[config.mk]
export PLATFORM = sky130hd
export DESIGN_NAME = euc_to_sjis_name_builder
export DESIGN_NICKNAME = d
export VERILOG_FILES = /design/src/rtl/ets_pkg.sv /design/src/rtl/euc_to_sjis_name_builder.sv /design/src/rtl/ets_conv.sv /design/src/rtl/ets_ctrl.sv
export VERILOG_INCLUDE_DIRS = /design/src /design/src/rtl
export SDC_FILE = /design/constraint.sdc
export NUM_CORES = 1
export LEC_CHECK = 0
export BUFFER_PORTS_ARGS = -buffer_cell sky130_fd_sc_hd__buf_4
export CORE_MARGIN = 1.5
export CORE_UTILIZATION = 45
export DETAILED_ROUTE_END_ITERATION = 7
export PLACE_DENSITY = 0.67
export REMOVE_ABC_BUFFERS = 1
export SYNTH_ARGS = -nofsm -noshare
export SYNTH_HDL_FRONTEND = slang
export SYNTH_SLANG_ARGS = --single-unit
[constraint.sdc]
create_clock -name aclk -period 9.55 [get_ports aclk]
set_input_delay 1.91 -clock aclk [delete_from_list [all_inputs] [get_ports aclk]]
set_output_delay 1.91 -clock aclk [all_outputs]
set_load 0.01 [all_outputs]
[src/rtl/euc_to_sjis_name_builder_macros.svh]
// euc_to_sjis_name_builder_macros.svh: assertion macros for the name builder
// no dependencies; included by files that carry concurrent checks
`ifndef EUC_TO_SJIS_NAME_BUILDER_MACROS_SVH
`define EUC_TO_SJIS_NAME_BUILDER_MACROS_SVH

// same-cycle implication, checked out of reset
`define ETS_ASSERT_NOW(label, clk, rstn, ante, cons) \
    label: assert property (@(posedge clk) disable iff (!(rstn)) (ante) |-> (cons)) \
        else $error("name builder check failed");

// next-cycle implication, checked out of reset
`define ETS_ASSERT_NEXT(label, clk, rstn, ante, cons) \
    label: assert property (@(posedge clk) disable iff (!(rstn)) (ante) |=> (cons)) \
        else $error("name builder check failed");

`endif

[src/rtl/ets_pkg.sv]
// ets_pkg: shared types and constants of the euc to shift-jis name builder
// no dependencies; used by ets_conv, ets_ctrl and the top level
package ets_pkg;

    typedef enum logic [1:0] {
        FN_START = 2'd0,
        FN_MAIN  = 2'd1,
        FN_SUB   = 2'd2,
        FN_FIN   = 2'd3
    } func_t;

    typedef struct packed {
        func_t      func;
        logic       main_present;
        logic [7:0] code_high;
        logic [7:0] code_low;
    } item_t;

    typedef struct packed {
        logic       fire;
        logic       emit;
        logic       done;
        logic [7:0] out_high;
        logic [7:0] out_low;
        logic [4:0] slot;
        logic       last;
    } step_t;

    localparam logic [7:0] DOT_HIGH = 8'h81;
    localparam logic [7:0] DOT_LOW  = 8'h45;

    localparam logic [7:0] EUC_OFS      = 8'd128;
    localparam logic [7:0] LOW_ODD_ADD  = 8'd31;
    localparam logic [7:0] LOW_EVEN_ADD = 8'd125;
    localparam logic [7:0] HI_ODD_ADD   = 8'd113;
    localparam logic [7:0] HI_EVEN_ADD  = 8'd112;
    localparam logic [7:0] HI_GAP_START = 8'd160;
    localparam logic [7:0] HI_GAP_ADD   = 8'd64;
    localparam logic [7:0] LOW_GAP      = 8'd127;
    localparam logic [7:0] CIRC_HIGH    = 8'd135;
    localparam logic [7:0] CIRC_LOW     = 8'd84;
    localparam logic [7:0] ALT_HIGH     = 8'd130;
    localparam logic [7:0] ALT_LOW      = 8'd80;

endpackage

[src/rtl/euc_to_sjis_name_builder.sv]
// path: an accepted word is held in the input word register; its results go out on m_
//   from the single result register. throughput: 1 word per cycle for start, main and
//   plain sub words while the result register is free; a sub word that also places the
//   middle dot emits the dot first; finish emits pad pairs (up to RECORD_PAIRS)
// reset: aresetn synchronous active low; clears record state and both valid flags
// depends on ets_pkg, ets_ctrl, ets_conv and euc_to_sjis_name_builder_macros.svh
`include "euc_to_sjis_name_builder_macros.svh"

module euc_to_sjis_name_builder #(
    parameter int MAX_CHARS    = 16,
    parameter int RECORD_PAIRS = 17
) (
    input  logic        aclk,
    input  logic        aresetn,
    // input channel
    input  logic        s_tvalid,
    output logic        s_tready,
    input  logic [23:0] s_tdata,   // main_present[0], code_high[8:1], code_low[16:9], zero
    input  logic [1:0]  s_tuser,   // func[1:0]
    // result channel
    output logic        m_tvalid,
    input  logic        m_tready,
    output logic [23:0] m_tdata,   // out_high[7:0], out_low[15:8], slot[20:16], zero
    output logic        m_tlast    // last pad pair of the record
);
    import ets_pkg::*;

    localparam int PCW = $clog2(RECORD_PAIRS + 1);

    // input word register
    logic  item_valid_reg, item_valid_next;
    item_t item_reg;
    item_t s_item;

    // result register
    logic        m_valid_reg, m_valid_next;
    logic [7:0]  m_high_reg;
    logic [7:0]  m_low_reg;
    logic [4:0]  m_slot_reg;
    logic        m_last_reg;

    step_t          step;
    logic [PCW-1:0] pair_cnt;
    logic           out_free;
    logic           s_take;
    logic           item_retire;

    assign s_item.func         = func_t'(s_tuser);
    assign s_item.main_present = s_tdata[0];
    assign s_item.code_high    = s_tdata[8:1];
    assign s_item.code_low     = s_tdata[16:9];

    // the result register frees up when empty or when its word is taken
    assign out_free    = !m_valid_reg || m_tready;
    // held word finishes its last step this cycle
    assign item_retire = step.fire && step.done;
    // the next word may enter as the held one retires
    assign s_tready    = !item_valid_reg || item_retire;
    assign s_take      = s_tvalid && s_tready;

    ets_ctrl #(
        .MAX_CHARS    (MAX_CHARS),
        .RECORD_PAIRS (RECORD_PAIRS),
        .PCW          (PCW)
    ) u_ctrl (
        .aclk       (aclk),
        .aresetn    (aresetn),
        .item_valid (item_valid_reg),
        .item       (item_reg),
        .out_free   (out_free),
        .step       (step),
        .pair_cnt   (pair_cnt)
    );

    always_comb begin
        item_valid_next = item_valid_reg;
        if (s_take) begin
            item_valid_next = 1'b1;
        end else if (item_retire) begin
            item_valid_next = 1'b0;
        end
        m_valid_next = m_valid_reg;
        if (step.fire && step.emit) begin
            m_valid_next = 1'b1;
        end else if (m_tready) begin
            m_valid_next = 1'b0;
        end
    end

    // control flags
    always_ff @(posedge aclk) begin
        if (!aresetn) begin
            item_valid_reg <= 1'b0;
            m_valid_reg    <= 1'b0;
        end else begin
            item_valid_reg <= item_valid_next;
            m_valid_reg    <= m_valid_next;
        end
    end

    // payload, no reset
    always_ff @(posedge aclk) begin
        if (s_take) begin
            item_reg <= s_item;
        end
        if (step.fire && step.emit) begin
            m_high_reg <= step.out_high;
            m_low_reg  <= step.out_low;
            m_slot_reg <= step.slot;
            m_last_reg <= step.last;
        end
    end

    assign m_tvalid = m_valid_reg;
    assign m_tdata  = {3'd0, m_slot_reg, m_low_reg, m_high_reg};
    assign m_tlast  = m_last_reg;

    // an empty input register always takes a word
    `ETS_ASSERT_NOW(a_ready_when_empty, aclk, aresetn, !item_valid_reg, s_tready)
    // the pair count never runs past the record length
    `ETS_ASSERT_NOW(a_count_bound, aclk, aresetn, 1'b1, pair_cnt <= PCW'(RECORD_PAIRS))
    // the marked pair sits in the final slot of the record
    `ETS_ASSERT_NOW(a_last_slot, aclk, aresetn, m_tvalid && m_tlast,
        m_tdata[20:16] == 5'(RECORD_PAIRS - 1))
    // a pad pair that closes the record leaves the count cleared
    `ETS_ASSERT_NEXT(a_clear_after_last, aclk, aresetn, step.fire && step.emit && step.last,
        pair_cnt == '0)

endmodule

[src/rtl/ets_conv.sv]
// ets_conv: combinational euc-jp to shift-jis pair conversion, 8-bit wrap
// depends on ets_pkg
module ets_conv (
    input  logic [7:0] euc_high,
    input  logic [7:0] euc_low,
    output logic [7:0] sjis_high,
    output logic [7:0] sjis_low
);
    import ets_pkg::*;

    logic [7:0] a0;
    logic [7:0] b0;
    logic [7:0] a1;
    logic [7:0] b1;
    logic [7:0] a2;
    logic [7:0] b2;

    always_comb begin
        a0 = euc_high + EUC_OFS;
        b0 = euc_low + EUC_OFS;
        if (a0[0]) begin
            b1 = b0 + LOW_ODD_ADD;
            a1 = {1'b0, a0[7:1]} + HI_ODD_ADD;
        end else begin
            b1 = b0 + LOW_EVEN_ADD;
            a1 = {1'b0, a0[7:1]} + HI_EVEN_ADD;
        end
        a2 = (a1 >= HI_GAP_START) ? a1 + HI_GAP_ADD : a1;
        b2 = (b1 >= LOW_GAP) ? b1 + 8'd1 : b1;
        // roman numeral one maps onto its jis x 0208 look-alike
        if (a2 == CIRC_HIGH && b2 == CIRC_LOW) begin
            sjis_high = ALT_HIGH;
            sjis_low  = ALT_LOW;
        end else begin
            sjis_high = a2;
            sjis_low  = b2;
        end
    end

endmodule

[src/rtl/ets_ctrl.sv]
// ets_ctrl: record state and per-cycle step decision for the held word
// depends on ets_pkg and ets_conv
module ets_ctrl #(
    parameter int MAX_CHARS    = 16,
    parameter int RECORD_PAIRS = 17,
    parameter int PCW          = $clog2(RECORD_PAIRS + 1)
) (
    input  logic             aclk,
    input  logic             aresetn,
    input  logic             item_valid,
    input  ets_pkg::item_t   item,
    input  logic             out_free,
    output ets_pkg::step_t   step,
    output logic [PCW-1:0]   pair_cnt
);
    import ets_pkg::*;

    localparam int LIM = (MAX_CHARS < RECORD_PAIRS) ? MAX_CHARS : RECORD_PAIRS;
    localparam logic [PCW-1:0] LIM_W  = PCW'(LIM);
    localparam logic [PCW-1:0] REC_W  = PCW'(RECORD_PAIRS);
    localparam logic [PCW-1:0] LAST_W = PCW'(RECORD_PAIRS - 1);

    logic [PCW-1:0] pc_reg, pc_next;
    logic main_flag_reg, main_flag_next;
    logic main_ended_reg, main_ended_next;
    logic sub_started_reg, sub_started_next;
    logic sub_ended_reg, sub_ended_next;

    logic [7:0] conv_high;
    logic [7:0] conv_low;
    logic       room;
    logic       clr;

    ets_conv u_conv (
        .euc_high  (item.code_high),
        .euc_low   (item.code_low),
        .sjis_high (conv_high),
        .sjis_low  (conv_low)
    );

    assign room     = pc_reg < LIM_W;
    assign pair_cnt = pc_reg;

    always_comb begin
        main_flag_next   = main_flag_reg;
        main_ended_next  = main_ended_reg;
        sub_started_next = sub_started_reg;
        sub_ended_next   = sub_ended_reg;
        clr              = 1'b0;
        step.emit        = 1'b0;
        step.done        = 1'b1;
        step.out_high    = conv_high;
        step.out_low     = conv_low;
        step.last        = 1'b0;
        step.slot        = 5'(pc_reg);
        unique case (item.func)
            FN_START: begin
                clr = 1'b1;
            end
            FN_MAIN: begin
                if (main_flag_reg && !main_ended_reg && !sub_started_reg) begin
                    if (item.code_high == 8'd0) begin
                        main_ended_next = 1'b1;
                    end else if (room) begin
                        step.emit = 1'b1;
                    end
                end
            end
            FN_SUB: begin
                main_ended_next = 1'b1;
                if (!sub_ended_reg) begin
                    if (item.code_high == 8'd0) begin
                        sub_started_next = 1'b1;
                        sub_ended_next   = 1'b1;
                    end else if (!sub_started_reg && main_flag_reg && room) begin
                        // separator first; the character is tried on the word's next step
                        sub_started_next = 1'b1;
                        step.emit        = 1'b1;
                        step.done        = 1'b0;
                        step.out_high    = DOT_HIGH;
                        step.out_low     = DOT_LOW;
                    end else begin
                        sub_started_next = 1'b1;
                        step.emit        = room;
                    end
                end
            end
            FN_FIN: begin
                step.out_high = 8'd0;
                step.out_low  = 8'd0;
                if (pc_reg < REC_W) begin
                    step.emit = 1'b1;
                    step.last = (pc_reg == LAST_W);
                    step.done = step.last;
                    clr       = step.last;
                end else begin
                    clr = 1'b1;
                end
            end
            default: begin
                clr = 1'b1;
            end
        endcase
        step.fire = item_valid && (!step.emit || out_free);

        pc_next = step.emit ? pc_reg + PCW'(1) : pc_reg;
        if (clr) begin
            pc_next          = '0;
            main_flag_next   = (item.func == FN_START) ? item.main_present : 1'b0;
            main_ended_next  = 1'b0;
            sub_started_next = 1'b0;
            sub_ended_next   = 1'b0;
        end
    end

    always_ff @(posedge aclk) begin
        if (!aresetn) begin
            pc_reg          <= '0;
            main_flag_reg   <= 1'b0;
            main_ended_reg  <= 1'b0;
            sub_started_reg <= 1'b0;
            sub_ended_reg   <= 1'b0;
        end else if (step.fire) begin
            pc_reg          <= pc_next;
            main_flag_reg   <= main_flag_next;
            main_ended_reg  <= main_ended_next;
            sub_started_reg <= sub_started_next;
            sub_ended_reg   <= sub_ended_next;
        end
    end

endmodule
# Yosys cells after proc, flatten, opt, wreduce, memory -nomap -nowiden
# Cells that the tools add are included.
dict set report word_totals {
  regBits 52
  in_bits 30
  output_inout_bits 27
  elab_cells 103
}
dict set report classes {
  add_sub_neg 9
  magnitude_cmp 4
  eq_ne 9
  mux 36
  reduce_logical 30
}
# cell count
set ops {}
lappend ops {{2-to-1 mux 8 bit} 6}
lappend ops {{2-to-1 mux 18 bit} 2}
lappend ops {{one-hot mux 17 bit (2 select lines)} 1}
lappend ops {{2-to-1 mux 1 bit} 20}
lappend ops {{2-to-1 mux 17 bit} 1}
lappend ops {{adder 7 x 7 -> 8 bit (second input constant)} 2}
lappend ops {{adder 8 x 7 -> 8 bit (second input constant)} 2}
lappend ops {{adder 8 bit (second input constant)} 2}
lappend ops {{< comparator 5 bit (second input constant)} 2}
lappend ops {{2-to-1 mux 5 bit} 2}
lappend ops {{logical AND 1 bit} 9}
lappend ops {{adder 8 x 1 -> 8 bit (second input constant)} 1}
lappend ops {{adder 8 x 5 -> 8 bit (second input constant)} 1}
lappend ops {{equality test 8 x 7 -> 1 bit (second input constant)} 1}
lappend ops {{equality test 8 bit (second input constant)} 1}
lappend ops {{>= comparator 8 x 7 -> 1 bit (second input constant)} 1}
lappend ops {{>= comparator 8 bit (second input constant)} 1}
lappend ops {{zero test 8 bit} 1}
lappend ops {{AND reduction 2 bit} 4}
lappend ops {{nonzero test 2 bit} 4}
lappend ops {{!= test 3 x 1 -> 1 bit (second input constant)} 2}
lappend ops {{adder 5 x 1 -> 5 bit (second input constant)} 1}
lappend ops {{equality test 5 bit (second input constant)} 1}
lappend ops {{zero test 1 bit} 5}
lappend ops {{other kinds (11)} 15}

# Depth between registers and ports, before layout
# Gate-level depths: netlist of the first run.
dict set report depth {
  ltp_word 19
  depth_mapped 11
  mapped_depth_nobuf 11
}

# Modules after synthesis
# A second synthesis of the first run with hierarchy kept.
dict set report unflattened {
  hier_cells 283
  hier_area_um2 3150.5
}
# mod n_inst cells_per_inst area_per_inst_um2 seq_area_each_um2
set modules_own_cells {}
lappend modules_own_cells {euc_to_sjis_name_builder 1 55 1355.0 1271.2}
lappend modules_own_cells {ets_ctrl 1 110 915.9 180.2}
lappend modules_own_cells {ets_conv 1 118 879.6 0.0}

# Worst setup path after synthesis of the first run
# No wires, ideal clock.
dict set report synth_timing {
  path_type {in2out}
  startpoint {in m_tready}
  endpoint {out s_tready}
  t_arrival_ps 2456
  required_time_ps 7640
  slack_ps 5184
  stages 3
  path_buffers 0
  path_cell_list {nor2b_1 -> and2_1 -> o21ai_0}
}
dict set report synth_between {
  elab_chain_len 5
}
# item line_no
set synth_lines {}
lappend synth_lines {{start: declaration} euc_to_sjis_name_builder.sv:22} ;# input logic m_tready,
lappend synth_lines {{logical OR 1 bit} euc_to_sjis_name_builder.sv:54} ;# assign out_free = !m_valid_reg || m_tready;
lappend synth_lines {{logical OR 1 bit} ets_ctrl.sv:104} ;# step.fire = item_valid && (!step.emit || out_free);
lappend synth_lines {{logical AND 1 bit} ets_ctrl.sv:104}
lappend synth_lines {{logical AND 1 bit} euc_to_sjis_name_builder.sv:56} ;# assign item_retire = step.fire && step.done;
lappend synth_lines {{logical OR 1 bit} euc_to_sjis_name_builder.sv:58} ;# assign s_tready = !item_valid_reg || item_retire;
lappend synth_lines {{end: declaration} euc_to_sjis_name_builder.sv:17} ;# output logic s_tready,
# Every way passes these cells.

# Worst setup path in the final report of the first run
dict set report layout_timing {
  startpoint {reg item_reg[8] (netlist name)}
  endpoint {out s_tready}
}
dict set report layout_between {
  elab_chain_len 9
  word_cells_on_any_way 12
  classes_between {mux (6); reduce/logical (6)}
}
# item line_no
set layout_lines {}
lappend layout_lines {{start: declaration} euc_to_sjis_name_builder.sv:32} ;# item_t item_reg;
lappend layout_lines {{start signal: assignment} euc_to_sjis_name_builder.sv:104} ;# item_reg <= s_item;
lappend layout_lines {{zero test 8 bit *} {ets_ctrl.sv:62, ets_ctrl.sv:72}}
lappend layout_lines {{2-to-1 mux 18 bit or 2-to-1 mux 1 bit (tied branches)} {ets_ctrl.sv:72, ets_ctrl.sv:62}}
lappend layout_lines {{2-to-1 mux 18 bit or 2-to-1 mux 1 bit (tied branches)} {ets_ctrl.sv:71, ets_ctrl.sv:61}}
lappend layout_lines {{one-hot mux 1 bit (3 select lines)} ets_ctrl.sv:56} ;# unique case (item.func)
lappend layout_lines {{zero test 1 bit} ets_ctrl.sv:104}
lappend layout_lines {{logical OR 1 bit} ets_ctrl.sv:104}
lappend layout_lines {{logical AND 1 bit} ets_ctrl.sv:104}
lappend layout_lines {{logical AND 1 bit *} euc_to_sjis_name_builder.sv:56}
lappend layout_lines {{logical OR 1 bit *} euc_to_sjis_name_builder.sv:58}
# Every way passes the cells marked *; elsewhere a longest branch is shown, timed or not.

==> results of run 1 <==
[cell usage in the layout, fill, tap and decap left out, drive strengths merged, types with 7 or more instances in the layout]
cell,instances
buf,46
nand2,20
a21oi,7
inv,16
dfxtp,11
ha,16
nor2,21
o21ai,8
edfxtp,41
xnor2,13
[layout make-up]
class                      count  area (sq um)
inverter                      15          56.3
tap                           75          93.8
fill                         543          2660
sequential                    52          1450
timing repair buffer          46           345
clock inverter                 3          26.3
multi-input combinational    185          1320
clock buffer                   5          68.8
[cells in the mapped netlist (3+ instances only)]
cell type	number
edfxtp_1	41
nor2_1	21
nand2_1	20
ha_1	16
inv_1	15
xnor2_1	13
dfxtp_1	11
o21ai_0	8
a21oi_1	7
a31oi_1	6
nor2b_1	6
nor4_1	6
and2_1	5
nand2b_1	5
nand3_1	5
nand4_1	5
a21boi_0	4
clkbuf_1	4
a22oi_1	3
a41oi_1	3
buf_4	3
mux2i_1	3
or3_1	3
or4_1	3
[critical path, stage by stage (launching register included)]
cell and delay, ns:
edfxtp_1 0.55, inv_1 0.16, ha_1 0.23, nor3b_1 0.15
and2_1 0.20, nor4_1 0.50, nor2_1 0.21, nor2_1 0.13
o21ai_0 0.14, buf_4 0.18
[power by group]
part / internal [mW] / switching (mW)
Clock: 0.0534 / 0.0751
Sequential: 0.258 / 0.00758
Combinational: 0.0417 / 0.0530
Total: 0.353 / 0.136
[stage by stage]
stage | hold slack, ns | setup slack [ns]
2_1_floorplan | 0.430 | 5.18
3_3_place_gp | 0.452 | 4.98
3_5_place_dp | 0.456 | 4.94
4_1_cts | 0.470 | 4.90
5_1_grt | 0.524 | 4.67
6_report | 0.471 | 4.88
[kinds of logic after synthesis]
family | share of synthesized area
flops | 0.507
fa+ha+maj | 0.0769
other cells | 0.00131
compound gates | 0.149
mux | 0.0105
xor+xnor | 0.0459
simple gates | 0.175
buf+inv | 0.0345
[worst max path at each step]
stage | slack, ns | cells after the start | start | to
global route | 4.67 | 9 | item_reg[8] | s_tready
detailed placement | 4.94 | 5 | m_tready | s_tready
global placement | 4.98 | 5 | m_tready | s_tready
floorplan | 5.18 | 3 | m_tready | s_tready
CTS | 4.90 | 9 | item_reg[8] | s_tready
finish | 4.88 | 9 | item_reg[8] | s_tready
[metal layers]
metal	vias to the layer above	global-route usage	routed length (um)
met2	52	0.250	2180
met3	5	0.0306	258
met4	0	0.0450	48
met1	893	0.251	2700
li1	1053	-	-
met5	-	0	0
==> impl_metrics.yaml, run 1 <==
status:
  outcome: "finished, final reports clean"
detailed_routing:
  routedWlPerCell_um: 13.6
  via_per_inst: 5.26
  route.vias.total: 2003
  drtAntennaViolNets: 0
  drt_pass1_iterations: 4
  wl_um: 5190
  drc: 0
  first_iter_violations: 91
hold_path:
  min_path_cells: 2
  whs_endpoint: "u_ctrl.sub_ended_reg"
  worstHoldPathType: "register to register"
  min_from: "u_ctrl.sub_ended_reg"
clocking:
  root_buffer: "clkbuf_8"
  numClockSinks: 52
  cts_buffers: 5
  ctsLongestPathBuffers: 2
  cts_setup_buffers: 0
  clk_latency_ns: 0.31
  htreeDepth: 2
  clk_pin_slew_ns: 0.10
  hold_buffers: 0
  cts_resized: 0
  cts_tree: "done"
global_routing:
  grt_max_degree: 28
  grt_first_pass_wirelength_um: 8670
  antenna_found_initial: 0
  grt_usage: 0.168
  grt_pass1_vias: 1782
  grt.overflow.total: 0
synthesis:
  ys_seq_area_frac: 0.507
  synthTopCellsByArea: "edfxtp_1 43%, dfxtp_1 7.7%, ha_1 7.0%"
  synth.avg_cell_area_sq_um: 11.1
  synth_edf_count: 41
  netlist_area_sq_um: 2860
  ys_ff_latch: 52
  yosys.area.top_type: "edfxtp_1"
  yosys_warnings: 0
  synthDistinctLibCells: 58
  synth_flop_cell: "edfxtp_1"
  yosys.area.top_type_share: 0.430
  postSynthCellCount: 258
  async_reset_ff_frac: 0
finish:
  largest_register_ffs: 19
  area_delta_synth_final_pct: 17.4
  diodes: 0
  final_util: 0.558
  layoutNonFillerInstCount: 381
  postLayoutCellArea_sq_um: 3360
  drive_above_1_share: 0.209
  nets: 352
setup_path:
  critPathArrivalTime_ns: 2.76
  worstReg2RegStart: "item_reg[8]"
  required_ns: 7.64
  reg2reg_depth: 8
  start_kind: "register"
  r2r_setup_slack_ns: 6.04
  path_max_fanout: 10
  worstSetupEndpointType: "output pin"
  crit_type: "register to output pin"
  r2r-end: "m_high_reg[0]"
timing:
  tightest_slew_ns: 1.11
  rsz0062_at_grt: "no"
  fin_crit_ns: 4.67
  fin_setup_tns_ns: 0
  layout_worst_path_cycle_share: 0.489
  slew_headroom: 0.257
  max_freq_mhz: 214
  finalClockSkew_ns: 0.00999
  setup_viol: 0
  hold_violations: 0
  slew_violations: 0
flow_run:
  maxCapViolCount: 0
floorplanning:
  rows: 28
  die_h_um: 82.8
  fp.dieW_um: 82.8
  io_pins: 57
  core_sq_um: 6030
  start_util: 0.475
  dieArea_sq_um: 6850
placed_design:
  portBuffers: 46
  placed_cell_area_sq_um: 3270
  dp_cells: 373
  dpl.hpwl_um: 4010
  globalplace.congestion: 0.872
pwr:
  p_per_area_nw_per_um2: 145
  fin_total_pwr_uw: 489
  vdd_drop_max_uv: 93.1
  p_leak_nw: 1.28
Note: power is estimated with default switching activity, not from simulation.
==> run 2, diff against run 1 <==
Clock period 9.55 ns to 4.59 ns, I/O delays scaled along.
==> run 2 against run 1 <==
Compared with the run above:
- utilization rose by 0.75 points
- routed wire length is 0.37% higher
- combinational power rose by 110%
- sequential share of layout area decreased by 0.57 points
- register-to-register slack worse by 5.0 ns
- cell count is 0.26% higher
- critical path type unchanged
- largest cell class unchanged
- largest power group unchanged
==> impl_metrics.yaml, run 2 (same netlist as run 1, synthesis figures left out) <==
setup_path:
  crit_buf_inv: 2
  critPathMostFrequentCell: "nor2_1"
  critPathArrivalTime_ns: 2.80
  required_ns: 3.67
  worstSetupEndpointType: "output pin"
  reg2reg_depth: 8
  start_kind: "register"
  crit_type: "register to output pin"
  cp_top_family: "simple AND/OR/NAND/NOR gates"
  cp_cell_sequence: "inv_1 > ha_1 > nor3b_1 > and2_1 > nor4_1 > nor2_1 > nor2_1 > o21ai_0 > buf_4"
  path_max_fanout: 10
  crit_slowest_cell: "edfxtp_1"
  cpPeakStageDelay_ns: 0.55
  r2r_setup_slack_ns: 1.09
  worstReg2RegStart: "item_reg[8]"
  r2r-end: "m_high_reg[0]"
clocking:
  clk_pin_slew_ns: 0.09
  hold_buffers: 0
  root_buffer: "clkbuf_8"
  cts_setup_buffers: 0
  ctsLongestPathBuffers: 2
  cts_tree: "done"
  cts_buffers: 5
  cts_resized: 0
  clk_latency_ns: 0.31
  numClockSinks: 52
  htreeDepth: 2
hold_path:
  whs_endpoint: "u_ctrl.main_ended_reg"
  min_from: "u_ctrl.main_ended_reg"
  min_path_cells: 2
  worstHoldPathType: "register to register"
timing:
  fin_setup_tns_ns: 0
  slew_headroom: 0.465
  slew_violations: 0
  fin_crit_ns: 3.71
  hold_violations: 0
  finalClockSkew_ns: 0.0107
  rsz0062_at_grt: "no"
  layout_worst_path_cycle_share: 0.809
  setup_viol: 0
  tightest_slew_ns: 0.795
  max_freq_mhz: 269
detailed_routing:
  route.vias.total: 2066
  drc: 0
  drtAntennaViolNets: 0
  first_iter_violations: 99
  routedWlPerCell_um: 13.6
  via_per_inst: 5.41
  wl_um: 5210
  drt_pass1_iterations: 4
placed_design:
  portBuffers: 46
  globalplace.congestion: 0.903
  dpl.hpwl_um: 4110
  dp_cells: 374
finish:
  nets: 353
  area_delta_synth_final_pct: 19.0
  largest_register_ffs: 19
  layout_commonest_cell: "buf_4"
  layout_common_cells: "47 x buf_4, 41 x edfxtp_1, 21 x nor2_1, 20 x nand2_1, 16 x ha_1"
  layoutNonFillerInstCount: 382
  drive_above_1_share: 0.212
  diodes: 0
global_routing:
  grt_pass1_vias: 1858
  antenna_found_initial: 0
  grt_first_pass_wirelength_um: 8710
  grt.overflow.total: 0
  grt_usage: 0.172
  grt_max_degree: 25
pwr:
  vdd_drop_max_uv: 193
  p_per_area_nw_per_um2: 321
  p_leak_nw: 1.31
floorplanning:
  die_h_um: 82.8
  rows: 28
  start_util: 0.475
  dieArea_sq_um: 6850
  fp.dieW_um: 82.8
  io_pins: 57
  core_sq_um: 6030
flow_run:
  maxCapViolCount: 0
status:
  outcome: "finished, final reports clean"
==> run 2: cell types whose count changed in the layout (fill, tap and decap cells not counted) <==
cell	delta
clkinvlp_4	-2
inv_8	-1
inv_6	+1
buf_4	+1
clkbuf_16	+1
bufinv_16	+1
==> run 2: per-layer routing <==
metal,vias to the layer above,wire (um),GRT usage,share of wire
li1,1062,-,-,-
met1,927,2520,0.235,0.48
met2,68,2280,0.262,0.44
met3,9,289,0.0350,0.055
met4,0,119,0.0800,0.023
met5,-,0,0,0
==> run 2: worst max-delay path by stage <==
stage / from / endpoint / cells after the start
after global routing: item_reg[8] / s_tready / 9
final: item_reg[8] / s_tready / 9
after floorplan: item_reg[8] / m_high_reg[0] / 8
after detailed placement: item_reg[8] / m_high_reg[0] / 8
after global placement: item_reg[8] / m_high_reg[0] / 8
after CTS: item_reg[8] / s_tready / 9
==> run 2: tightest hold or removal path, stage by stage (launching register included) <==
cell,delay (ns)
dfxtp_1,0.34
a31oi_1,0.05
nor2_1,0.07
==> run 2: layout make-up <==
class	count	area, sq um
Fill cell	537	2620
Sequential cell	52	1450
Multi-Input combinational cell	185	1320
Clock buffer	6	93.8
Inverter	15	56.3
Timing Repair Buffer	47	353
Tap cell	75	93.8
Clock inverter	2	38.8
==> run 2: per-stage QoR <==
stage	hold slack, ns	setup WS (ns)	power [mW]	area (sq um)	util
after detailed placement	0.466	1.11	0.760	3280	0.544
after CTS	0.483	0.860	1.10	3410	0.566
after floorplan	0.430	1.49	0.697	2830	-
after global placement	0.453	1.17	0.757	3280	0.544
final	0.487	0.876	1.10	3410	0.566
after global routing	0.535	0.618	1.15	3410	0.566
==> run 2: power breakdown <==
group | internal, mW | switching, mW | total (mW)
Clock | 0.197 | 0.148 | 0.346
Sequential | 0.536 | 0.0158 | 0.552
Combinational | 0.0873 | 0.110 | 0.198
==> run 3, diff against run 2 <==
Clock period 4.59 ns to 3.85 ns, I/O delays scaled along.
==> run 3 against run 2 <==
Compared with the run above:
- final area decreased by 0.66%
- critical endpoint unchanged
- critical path depth unchanged
- sequential power increased by 19%
- utilization shrank 0.37 points
- largest power group unchanged
- setup slack worse by 0.53 ns
==> impl_metrics.yaml, run 3 (same netlist as run 1, synthesis figures left out) <==
status:
  outcome: "finished, final reports clean"
timing:
  hold_slack_ns: 0.498
  setup_viol: 0
  slew_headroom: 0.596
  rsz0062_at_grt: "no"
  fin_setup_tns_ns: 0
  finalClockSkew_ns: 0.00657
  fin_crit_ns: 3.51
  max_freq_mhz: 285
  tightest_slew_ns: 0.606
  layout_setup_ws_ns: 0.341
  layout_worst_path_cycle_share: 0.911
  hold_violations: 0
  slew_violations: 0
finish:
  postLayoutCellArea_sq_um: 3390
  layout_common_cells: "49 x buf_4, 41 x edfxtp_1, 21 x nor2_1, 20 x nand2_1, 16 x ha_1"
  nets: 355
  largest_register_ffs: 19
  seq_area_sq_um: 1450
  n_fill_cell: 527
  drive_above_1_share: 0.217
  multi_input_area_sq_um: 1320
  area_delta_synth_final_pct: 18.2
  diodes: 0
  layout_commonest_cell: "buf_4"
clocking:
  numClockSinks: 52
  root_buffer: "clkbuf_8"
  clk_latency_ns: 0.31
  ctsLongestPathBuffers: 2
  cts_buffers: 5
  htreeDepth: 2
  cts_resized: 0
  hold_buffers: 0
  cts_setup_buffers: 0
  clk_pin_slew_ns: 0.10
  cts_tree: "done"
detailed_routing:
  first_iter_violations: 152
  drt_pass1_iterations: 4
  drc: 0
  route.vias.total: 2076
  via_per_inst: 5.41
  drtAntennaViolNets: 0
  routedWlPerCell_um: 13.4
  wl_um: 5150
floorplanning:
  dieArea_sq_um: 6850
  core_sq_um: 6030
  io_pins: 57
  die_h_um: 82.8
  start_util: 0.475
  rows: 28
  fp.dieW_um: 82.8
pwr:
  vdd_drop_max_uv: 228
  p_leak_nw: 1.30
  fin_total_pwr_mw: 1.22
  p_per_area_nw_per_um2: 359
setup_path:
  worstSetupEndpointType: "output pin"
  reg2reg_depth: 8
  start_kind: "register"
  required_ns: 3.08
  path_max_fanout: 10
  crit_type: "register to output pin"
  critPathArrivalTime_ns: 2.74
global_routing:
  grt_max_degree: 25
  grt.overflow.total: 0
  grt_pass1_vias: 1795
  antenna_found_initial: 0
  grt_usage: 0.163
  grt_first_pass_wirelength_um: 8340
placed_design:
  portBuffers: 46
  globalplace.congestion: 0.896
  place_ws_ns: 0.497
  dpl.hpwl_um: 4010
  placed_cell_area_sq_um: 3290
flow_run:
  maxCapViolCount: 0
hold_path:
  min_path_cells: 2
  worstHoldPathType: "register to register"
[run 3: report_power, final]
| part | internal [mW] | switching, mW | total, mW |
|---|---|---|---|
| sequential | 0.639 | 0.0191 | 0.658 |
| clock | 0.134 | 0.187 | 0.322 |
| combinational | 0.105 | 0.131 | 0.236 |
| total | 0.879 | 0.337 | 1.22 |
[run 3: cell type report]
cell class	instances	share of cell area
flip-flops and latches	52	0.429
multi-input cells	185	0.390
repair buffers	49	0.109
well taps	75	0.0277
clock buffers	5	0.0203
inverters	15	0.0166
clock inverters	3	0.00776
[run 3: stage by stage]
step,utilization,instances
after floorplan,-,252
after global placement,0.546,376
after detailed placement,0.546,376
after CTS,0.562,384
after global routing,0.562,384
final,0.562,384
[run 3: path summary, 6_finish.rpt]
| check | from | to | slack (ns) |
|---|---|---|---|
| worst max register to register | item_reg[8] | m_high_reg[0] | 0.48 |
| worst max-delay path | item_reg[8] | s_tready | 0.34 |
| worst min-delay path | u_ctrl.sub_ended_reg | u_ctrl.sub_ended_reg | 0.50 |
| worst min register to register | u_ctrl.sub_ended_reg | u_ctrl.sub_ended_reg | 0.50 |
[run 3: metal layers]
layer,share of wire,GRT usage
met4,0.023,0.0717
met1,0.49,0.237
met5,0,0
met3,0.065,0.0393
met2,0.42,0.228
[run 3: critical path, stage by stage, from the launching register on]
cell and delay [ns]:
edfxtp_1 0.56, inv_1 0.20, ha_1 0.17, nor3b_1 0.28, and2_1 0.24, nor4_1 0.10, nor2_1 0.29, nor2_1 0.09
o21ai_0 0.32, buf_4 0.19
